## src/hw/rtl/bit_aligned_glyph_row_blit_defines.svh

```systemverilog
// ----------------------------------------------------------------------------
// Glyph row blit assertion macros
// Shared concurrent check forms, clocked on i_clk, disabled during reset.
// ----------------------------------------------------------------------------
`ifndef BIT_ALIGNED_GLYPH_ROW_BLIT_DEFINES_SVH
`define BIT_ALIGNED_GLYPH_ROW_BLIT_DEFINES_SVH

// condition holds at every enabled edge
`define GBLIT_CHK(label, cond, msg) \
    label: assert property (@(posedge i_clk) disable iff (!i_rst_n) cond) \
        else $error(msg);

// trigger implies condition at the same edge
`define GBLIT_CHK_IMPL(label, trig, cond, msg) \
    label: assert property (@(posedge i_clk) disable iff (!i_rst_n) trig |-> cond) \
        else $error(msg);

// trigger implies condition at the next edge
`define GBLIT_CHK_NEXT(label, trig, cond, msg) \
    label: assert property (@(posedge i_clk) disable iff (!i_rst_n) trig |=> cond) \
        else $error(msg);

`endif

```

## src/hw/rtl/gblit_pkg.sv

```systemverilog
// ----------------------------------------------------------------------------
// Glyph row blit package
// Field widths, bus widths and reset values shared by the blit modules.
// ----------------------------------------------------------------------------
package gblit_pkg;

    localparam int SRC_W      = 32;
    localparam int OFF_W      = 3;
    localparam int BYTE_W     = 8;
    localparam int IDX_W      = 3;
    localparam int CFG_W      = 6;
    localparam int IN_DATA_W  = 56;
    localparam int OUT_DATA_W = 16;

    localparam logic [CFG_W-1:0] GW_RESET = 6'd8;

endpackage

```

## src/hw/rtl/gblit_front.sv

```systemverilog
// ----------------------------------------------------------------------------
// Glyph row blit front end
// Holds the width register, accepts a row, shifts it into byte position and
// merges the edge bytes with their old contents into one queue entry.
// ----------------------------------------------------------------------------
module gblit_front #(
    parameter int LIM        = 32,
    parameter int SPAN_BYTES = 5,
    parameter int IW         = 3
) (
    input  logic                                i_clk,
    input  logic                                i_rst_n,
    input  logic                                i_cfg_we,
    input  logic [gblit_pkg::CFG_W-1:0]         i_cfg_wdata,
    input  logic                                i_tvalid,
    output logic                                o_tready,
    input  logic [gblit_pkg::IN_DATA_W-1:0]     i_tdata,
    output logic                                o_valid,
    input  logic                                i_ready,
    output logic [SPAN_BYTES*8+IW-1:0]          o_entry
);

    localparam int SpanBits = SPAN_BYTES * 8;
    localparam int SrcW     = gblit_pkg::SRC_W;
    localparam int CfgW     = gblit_pkg::CFG_W;

    logic [CfgW-1:0]     r_glyph_width;
    logic [CfgW-1:0]     w_width;
    logic [SrcW-1:0]     w_src;
    logic [2:0]          w_off;
    logic [7:0]          w_old_first;
    logic [7:0]          w_old_last;
    logic [SrcW-1:0]     w_wmask;
    logic [63:0]         w_data64;
    logic [63:0]         w_span64;
    logic [SpanBits-1:0] w_data;
    logic [SpanBits-1:0] w_span;
    logic [6:0]          w_sum;
    logic [3:0]          w_last_full;
    logic [IW-1:0]       w_last_idx;
    logic [SpanBits-1:0] w_bytes;

    always_ff @(posedge i_clk) begin
        if (!i_rst_n) begin
            r_glyph_width <= gblit_pkg::GW_RESET;
        end else if (i_cfg_we) begin
            r_glyph_width <= i_cfg_wdata;
        end
    end

    assign w_src       = i_tdata[31:0];
    assign w_off       = i_tdata[34:32];
    assign w_old_first = i_tdata[42:35];
    assign w_old_last  = i_tdata[50:43];

    always_comb begin
        priority if (r_glyph_width == '0) begin
            w_width = CfgW'(1);
        end else if (r_glyph_width > CfgW'(LIM)) begin
            w_width = CfgW'(LIM);
        end else begin
            w_width = r_glyph_width;
        end
    end

    assign w_wmask     = ~({SrcW{1'b1}} >> w_width);
    assign w_data64    = {w_src & w_wmask, 32'b0} >> w_off;
    assign w_span64    = {w_wmask, 32'b0} >> w_off;
    assign w_data      = w_data64[63 -: SpanBits];
    assign w_span      = w_span64[63 -: SpanBits];
    assign w_sum       = 7'(w_off) + 7'(w_width) + 7'd7;
    assign w_last_full = w_sum[6:3] - 4'd1;
    assign w_last_idx  = w_last_full[IW-1:0];

    always_comb begin
        logic [7:0] d;
        logic [7:0] m;
        logic [7:0] old;
        for (int k = 0; k < SPAN_BYTES; k++) begin
            d = w_data[SpanBits-1-8*k -: 8];
            m = w_span[SpanBits-1-8*k -: 8];
            if (k == 0) begin
                old = w_old_first;
            end else if (IW'(k) == w_last_idx) begin
                old = w_old_last;
            end else begin
                old = 8'h00;
            end
            w_bytes[8*k +: 8] = (old & ~m) | (d & m);
        end
    end

    assign o_valid  = i_tvalid;
    assign o_tready = i_ready;
    assign o_entry  = {w_last_idx, w_bytes};

endmodule

```

## src/hw/rtl/gblit_queue.sv

```systemverilog
// ----------------------------------------------------------------------------
// Glyph row blit queue
// Two-entry queue of prepared rows between the front end and the byte sender.
// ----------------------------------------------------------------------------
module gblit_queue #(
    parameter int WIDTH = 43
) (
    input  logic             i_clk,
    input  logic             i_rst_n,
    input  logic             i_valid,
    output logic             o_ready,
    input  logic [WIDTH-1:0] i_data,
    output logic             o_valid,
    input  logic             i_pop,
    output logic [WIDTH-1:0] o_data
);

    localparam int Depth = 2;
    localparam int PtrW  = $clog2(Depth);
    localparam int CntW  = $clog2(Depth + 1);

    logic [WIDTH-1:0] r_mem [Depth];
    logic [PtrW-1:0]  r_wptr;
    logic [PtrW-1:0]  r_rptr;
    logic [CntW-1:0]  r_count;
    logic             w_push;
    logic             w_pop;

    assign o_ready = (r_count != CntW'(Depth));
    assign o_valid = (r_count != '0);
    assign w_push  = i_valid && o_ready;
    assign w_pop   = i_pop && o_valid;
    assign o_data  = r_mem[r_rptr];

    always_ff @(posedge i_clk) begin
        if (!i_rst_n) begin
            r_wptr  <= '0;
            r_rptr  <= '0;
            r_count <= '0;
        end else begin
            if (w_push) begin
                r_wptr <= r_wptr + 1'b1;
            end
            if (w_pop) begin
                r_rptr <= r_rptr + 1'b1;
            end
            r_count <= r_count + CntW'(w_push) - CntW'(w_pop);
        end
    end

    always_ff @(posedge i_clk) begin
        if (w_push) begin
            r_mem[r_wptr] <= i_data;
        end
    end

endmodule

```

## src/hw/rtl/gblit_back.sv

```systemverilog
// ----------------------------------------------------------------------------
// Glyph row blit byte sender
// Walks the head row of the queue into a registered output stage, one
// destination byte per cycle while i_tready does not stall the output.
// ----------------------------------------------------------------------------
`include "bit_aligned_glyph_row_blit_defines.svh"

module gblit_back #(
    parameter int SPAN_BYTES = 5,
    parameter int IW         = 3
) (
    input  logic                                 i_clk,
    input  logic                                 i_rst_n,
    input  logic                                 i_q_valid,
    input  logic [SPAN_BYTES*8+IW-1:0]           i_q_data,
    output logic                                 o_q_pop,
    output logic                                 o_tvalid,
    input  logic                                 i_tready,
    output logic [gblit_pkg::OUT_DATA_W-1:0]     o_tdata,
    output logic                                 o_tlast
);

    localparam int SpanBits = SPAN_BYTES * 8;
    localparam int EntryW   = SpanBits + IW;
    localparam int IdxW     = gblit_pkg::IDX_W;
    localparam int PadW     = gblit_pkg::OUT_DATA_W - IdxW - gblit_pkg::BYTE_W;

    logic [SpanBits-1:0] w_q_bytes;
    logic [IW-1:0]       w_q_last;
    logic                w_load;
    logic                w_is_last;
    logic [IW-1:0]       r_idx;
    logic                r_out_valid;
    logic [IW-1:0]       r_out_idx;
    logic [7:0]          r_out_byte;
    logic                r_out_last;

    assign w_q_bytes = i_q_data[SpanBits-1:0];
    assign w_q_last  = i_q_data[EntryW-1 -: IW];
    assign w_load    = i_q_valid && (!r_out_valid || i_tready);
    assign w_is_last = (r_idx == w_q_last);
    assign o_q_pop   = w_load && w_is_last;

    always_ff @(posedge i_clk) begin
        if (!i_rst_n) begin
            r_out_valid <= 1'b0;
            r_idx       <= '0;
        end else if (w_load) begin
            r_out_valid <= 1'b1;
            r_idx       <= w_is_last ? '0 : r_idx + 1'b1;
        end else if (i_tready) begin
            r_out_valid <= 1'b0;
        end
    end

    always_ff @(posedge i_clk) begin
        if (w_load) begin
            r_out_idx  <= r_idx;
            r_out_byte <= w_q_bytes[{r_idx, 3'b000} +: 8];
            r_out_last <= w_is_last;
        end
    end

    assign o_tvalid = r_out_valid;
    assign o_tdata  = {{PadW{1'b0}}, r_out_byte, IdxW'(r_out_idx)};
    assign o_tlast  = r_out_last;

    `GBLIT_CHK_IMPL(a_idx_in_row, i_q_valid, r_idx <= w_q_last, "byte index past row end")
    `GBLIT_CHK_IMPL(a_idx_idle_zero, !i_q_valid, r_idx == '0, "byte index not reset")
    `GBLIT_CHK_NEXT(a_row_contiguous, o_tvalid && i_tready && !o_tlast,
                    o_tvalid && (r_out_idx == $past(r_out_idx) + 1'b1), "row bytes not contiguous")
    `GBLIT_CHK(a_pop_only_valid, !o_q_pop || i_q_valid, "pop from empty queue")

endmodule

```

## src/hw/rtl/bit_aligned_glyph_row_blit.sv

```systemverilog
// Flow: an accepted row enters the queue; its first byte is then registered out.
// Throughput: one destination byte per cycle unless m_axis_tready stalls it; a
// row spans ceil((pixel_offset + width) / 8) destination bytes, 1 to 5.
// A two-row queue lets the next row be accepted while bytes are still going out.
// Reset: glyph_width returns to 8, queue and output stage empty.
// ----------------------------------------------------------------------------
// Bit-aligned glyph row blit
// Shifts a 1-bpp MSB-first glyph row into destination bytes, keeping the
// bits outside the span in the first and last bytes.
// ----------------------------------------------------------------------------
module bit_aligned_glyph_row_blit #(
    parameter int MAX_GLYPH_WIDTH = 32
) (
    input  logic                                i_clk,
    input  logic                                i_rst_n,
    input  logic                                i_cfg_we,
    input  logic [gblit_pkg::CFG_W-1:0]         i_cfg_wdata,
    input  logic                                s_axis_tvalid,
    output logic                                s_axis_tready,
    // source_bits[31:0], pixel_offset[34:32], old_first_byte[42:35],
    // old_last_byte[50:43], zero fill [55:51]
    input  logic [gblit_pkg::IN_DATA_W-1:0]     s_axis_tdata,
    output logic                                m_axis_tvalid,
    input  logic                                m_axis_tready,
    // byte_index[2:0], byte_value[10:3], zero fill [15:11]
    output logic [gblit_pkg::OUT_DATA_W-1:0]    m_axis_tdata,
    output logic                                m_axis_tlast
);

    localparam int Lim       = (MAX_GLYPH_WIDTH < gblit_pkg::SRC_W) ?
                               MAX_GLYPH_WIDTH : gblit_pkg::SRC_W;
    localparam int SpanBytes = (Lim + 7 + 7) / 8;
    localparam int Iw        = $clog2(SpanBytes);
    localparam int EntryW    = SpanBytes * 8 + Iw;

    logic              w_f_valid;
    logic              w_f_ready;
    logic [EntryW-1:0] w_f_entry;
    logic              w_q_valid;
    logic              w_q_pop;
    logic [EntryW-1:0] w_q_data;

    gblit_front #(
        .LIM        (Lim),
        .SPAN_BYTES (SpanBytes),
        .IW         (Iw)
    ) u_front (
        .i_clk       (i_clk),
        .i_rst_n     (i_rst_n),
        .i_cfg_we    (i_cfg_we),
        .i_cfg_wdata (i_cfg_wdata),
        .i_tvalid    (s_axis_tvalid),
        .o_tready    (s_axis_tready),
        .i_tdata     (s_axis_tdata),
        .o_valid     (w_f_valid),
        .i_ready     (w_f_ready),
        .o_entry     (w_f_entry)
    );

    gblit_queue #(
        .WIDTH (EntryW)
    ) u_queue (
        .i_clk   (i_clk),
        .i_rst_n (i_rst_n),
        .i_valid (w_f_valid),
        .o_ready (w_f_ready),
        .i_data  (w_f_entry),
        .o_valid (w_q_valid),
        .i_pop   (w_q_pop),
        .o_data  (w_q_data)
    );

    gblit_back #(
        .SPAN_BYTES (SpanBytes),
        .IW         (Iw)
    ) u_back (
        .i_clk     (i_clk),
        .i_rst_n   (i_rst_n),
        .i_q_valid (w_q_valid),
        .i_q_data  (w_q_data),
        .o_q_pop   (w_q_pop),
        .o_tvalid  (m_axis_tvalid),
        .i_tready  (m_axis_tready),
        .o_tdata   (m_axis_tdata),
        .o_tlast   (m_axis_tlast)
    );

endmodule
```

## config.mk

```make
export PLATFORM = sky130hd
export DESIGN_NAME = bit_aligned_glyph_row_blit
export DESIGN_NICKNAME = d
export VERILOG_FILES = /design/src/hw/rtl/gblit_pkg.sv /design/src/hw/rtl/gblit_front.sv /design/src/hw/rtl/gblit_queue.sv /design/src/hw/rtl/gblit_back.sv /design/src/hw/rtl/bit_aligned_glyph_row_blit.sv
export VERILOG_INCLUDE_DIRS = /design/src /design/src/hw/rtl
export SDC_FILE = /design/constraint.sdc
export NUM_CORES = 1
export LEC_CHECK = 0
export BUFFER_PORTS_ARGS = -buffer_cell sky130_fd_sc_hd__buf_2
export CORE_MARGIN = 5
export CORE_UTILIZATION = 57
export CTS_BUF_LIST = sky130_fd_sc_hd__clkbuf_2 sky130_fd_sc_hd__clkbuf_4 sky130_fd_sc_hd__clkbuf_8
export DETAILED_ROUTE_END_ITERATION = 16
export HOLD_SLACK_MARGIN = 0.03
export MAX_ROUTING_LAYER = met4
export PLACE_DENSITY = 0.8
export SKIP_CTS_REPAIR_TIMING = 1
export SLEW_MARGIN = 15
export SYNTH_ARGS = -nofsm -noshare
export SYNTH_HDL_FRONTEND = slang
export SYNTH_SLANG_ARGS = --single-unit
```

## constraint.sdc

```tcl
create_clock -name i_clk -period 9.95 [get_ports i_clk]
set_input_delay 0.995 -clock i_clk [delete_from_list [all_inputs] [get_ports i_clk]]
set_output_delay 0.995 -clock i_clk [all_outputs]
set_load 0.05 [all_outputs]
```

==> summary.md <==
| Metric | Value |
|---|---|
| Status | `finished clean` |
| Initial antenna violation count | `0` |
| Post-route DRC | `0` |
| Dominant cells by area after synthesis | `edfxtp_1, mux2i_1, mux4_2` |
| GPL Wtd Cong | `0.9629` |
| Fin crit share | `0.5199` |
| GR peak layer | `met2` |
| Synth top cells by count | `edfxtp_1, nand2_1, o21ai_0, mux2i_1, a21oi_1` |
| Port Buffers | `75` |
| M1 GR Usage | `0.3775` |
| Fmax | `193.3 MHz` |
| Arr. time, crit path | `5.40 ns` |
| ANT nets after route | `0` |
| CTS clk-pin slew, worst paths | `0.07 ns` |
| Vias in the first global route | `6404` |
| Share of power burned in registers | `0.399` |
| Endpoint type of the worst setup path | `flop` |
| Comb power frac | `0.350` |
| GR Util met3 | `0.05843` |
| CP peak stage delay | `0.75 ns` |
| Pint | `0.001092 W` |
| DPL Wire Length | `15.75 mm` |
| Clock skew | `0.009287 ns` |
| Ys flop type | `edfxtp_1` |
| Drt total wl | `22.13 mm` |
| Power Dens Cells | `203.3 mW/mm2` |
| Max VDD drop | `0.08248 mV` |
| RSZ-0062 raised after global routing | `no` |
| Cell leakage power | `3.092 nW` |
| Vias per cell | `6.632` |
| WP data required | `10.18 ns` |
| Standard-cell row count | `42` |
| Starting DRT DRC Count | `646` |
| Net Sw Power | `0.0006213 W` |
| Core area | `0.01319 mm2` |
| Share of layout cells above drive strength 1 | `0.2183` |
| Critical path's most frequent cell | `ha_1` |
| Largest net degree at the start of global routing | `67` |
| Grt met2 use | `0.4465` |
| Pre-antenna DRT Iters | `6` |
| H-tree Lvls | `4` |
| TritonCTS clock tree | `done` |
| Total GRT Usage | `0.2849` |
| Critical path class | `input port to flop` |
| DR WL/cell | `22.22 um` |
| Placed insts | `964` |
| Area growth syn-to-layout | `10.61%` |
| Worst Hold Class | `flop to flop` |
| Max Cap Viol | `0` |
| Longest Clk Path Bufs | `2` |
| Synthesized cell area | `0.007620 mm2` |
| CP max-delay cell | `buf_2` |
| Initial Util | `0.5777` |
| Slew Limit Fails | `0` |
| Via Count | `6605` |
| Critical-path cell list | `buf_2 -> inv_1 -> ha_1 -> inv_1 -> ha_1 -> nor3_1 -> o21a_1 -> nor2_1 -> a21oi_1 -> xnor2_1 -> ha_1 -> nor2b_1 -> nor2b_1 -> o21ai_0 -> a31oi_2 -> a311oi_1 -> a31oi_1` |
| Max_slew headroom | `0.2726` |
| Area leader, netlist | `edfxtp_1` |
| Gate Count Post-Synth | `766` |
| Die width | `125.6 um` |
| Final Hold Fails | `0` |
| Final setup TNS | `0 ns` |
| Clk sinks | `113` |
| Post-route insts no fill | `996` |
| Count leader, synth | `edfxtp_1` |
| Remaining Overflow, GRT | `0` |
| CP Max Fanout | `66` |
| Ys async rst share | `0` |
| Slew @ Worst Pin | `1.083 ns` |
| CTS buffer count | `17` |
| Final-stage net count | `886` |
| Vert. Die Dim | `125.6 um` |
| Sequential-to-total area share from yosys stat | `0.4256` |
| I/O Pins | `86` |
| Sw frac | `0.3627` |
| # setup viols final | `0` |
| Worst-Skew Late Latency | `0.43 ns` |
| Post-synth top area share | `0.3862` |
| Mean Syn Cell Area | `9.948 um2` |
| Clock power frac | `0.251` |
| Fin crit period | `5.173 ns` |
| YS warnings | `0` |
| Final antenna diode count | `0` |
| Die footprint | `0.01578 mm2` |
| Number of synthesized flops with an enable pin | `98` |
| Crit start category | `input port` |
| Flops & latches, synth | `113` |
| Filler cell count | `1109` |
| Distinct cells, synth | `75` |
| First-pass GRT wire length | `34.60 mm` |
| Root buffer cell | `clkbuf_8` |
[through the flow]
step | util | power [W] | cell area, um2 | setup WS (ns) | hold slack, ns
4_1_cts | 0.6390 | 0.001717 | 8428 | 4.938 | 0.5516
5_1_grt | 0.6390 | 0.001796 | 8428 | 4.485 | 0.5518
2_1_floorplan | - | 0.001132 | 7635 | 5.142 | 0.4632
3_5_place_dp | 0.6081 | 0.001287 | 8021 | 4.510 | 0.4980
3_3_place_gp | 0.6081 | 0.001261 | 8021 | 4.738 | 0.4816
6_report | 0.6390 | 0.001713 | 8428 | 4.777 | 0.5541
[cells in the final DEF (no fill, tap or decap), types with 17 or more instances in the layout]
cell      instances
o21ai_0          53
nand3_1          21
mux4_2           17
mux2i_1          48
inv_1            17
nand2_1          83
clkbuf_8         20
buf_2            75
nor2_1           36
edfxtp_1         98
a21oi_1          46
[state kept, by name, indices dropped and copies added, names as in the netlist, named ones only]
| register | flops |
|---|---|
| u_queue.r_wptr | 1 |
| u_back.r_out_idx | 3 |
| u_back.o_tvalid | 1 |
| u_queue.r_count | 2 |
| u_back.o_tlast | 1 |
| u_queue.r_mem | 86 |
| u_back.r_idx | 3 |
| u_front.r_glyph_width | 6 |
| u_queue.r_rptr | 1 |
| u_back.r_out_byte | 8 |
[routing by layer]
layer	vias up	share of wire	wire, um
met1	3160	0.42	9226
met2	380	0.47	10410
li1	3024	-	-
met4	0	0.025	555
met3	41	0.087	1934
met5	-	0	0
[kinds of logic (layout without fill, tap and decap cells)]
logic type,after synthesis,after routing,synth area share
AO/OA/AOI/OAI,241,241,0.2192
XOR/XNOR,8,8,0.009196
adder cells (fa/ha/maj),13,13,0.02102
buffers and inverters,88,138,0.05025
flip-flops,113,113,0.4256
multiplexers,78,78,0.1325
other,1,5,0.0004921
AND/OR/NAND/NOR,224,224,0.1417
[worst max-delay path, delay by kind of cell]
| kind | cells | cell delay [ns] |
|---|---|---|
| buf+inv | 3 | 0.97 |
| xor+xnor | 1 | 0.22 |
| fa+ha+maj | 3 | 0.81 |
| compound gates | 6 | 1.63 |
| simple gates | 4 | 0.78 |
[cell type report]
| type | count | area [um2] | area share |
|---|---|---|---|
| multi-input combinational | 569 | 4018 | 0.4767 |
| inverter | 18 | 67.56 | 0.008017 |
| tap | 176 | 220.2 | 0.02613 |
| clock inverter | 12 | 131.4 | 0.01559 |
| timing repair buffer | 88 | 473.0 | 0.05612 |
| clock buffer | 20 | 275.3 | 0.03266 |
| sequential | 113 | 3243 | 0.3848 |
[final timing paths]
kind | startpoint | end | slack, ns | cells after the start
worst max-delay path | s_axis_tdata[34] | u_queue.r_mem[0][37] | 4.78 | 17
worst min-delay path | u_queue.r_rptr | flop | 0.55 | 2
worst max register to register | u_front.r_glyph_width[5] | u_queue.r_mem[0][37] | 5.16 | 18
worst min register to register | u_queue.r_rptr | flop | 0.55 | 2
[power groups by stage]
| stage | clock [W] | sequential, W | combinational, W |
|---|---|---|---|
| floorplan | 0 | 0.000773 | 0.000359 |
| detailed placement | 0 | 0.000694 | 0.000594 |
| CTS | 0.000435 | 0.000685 | 0.000598 |
| finish | 0.000429 | 0.000684 | 0.000600 |
| global placement | 0 | 0.000687 | 0.000574 |
| global route | 0.000461 | 0.000692 | 0.000642 |
No activity file was read; power rests on OpenSTA's default activity.
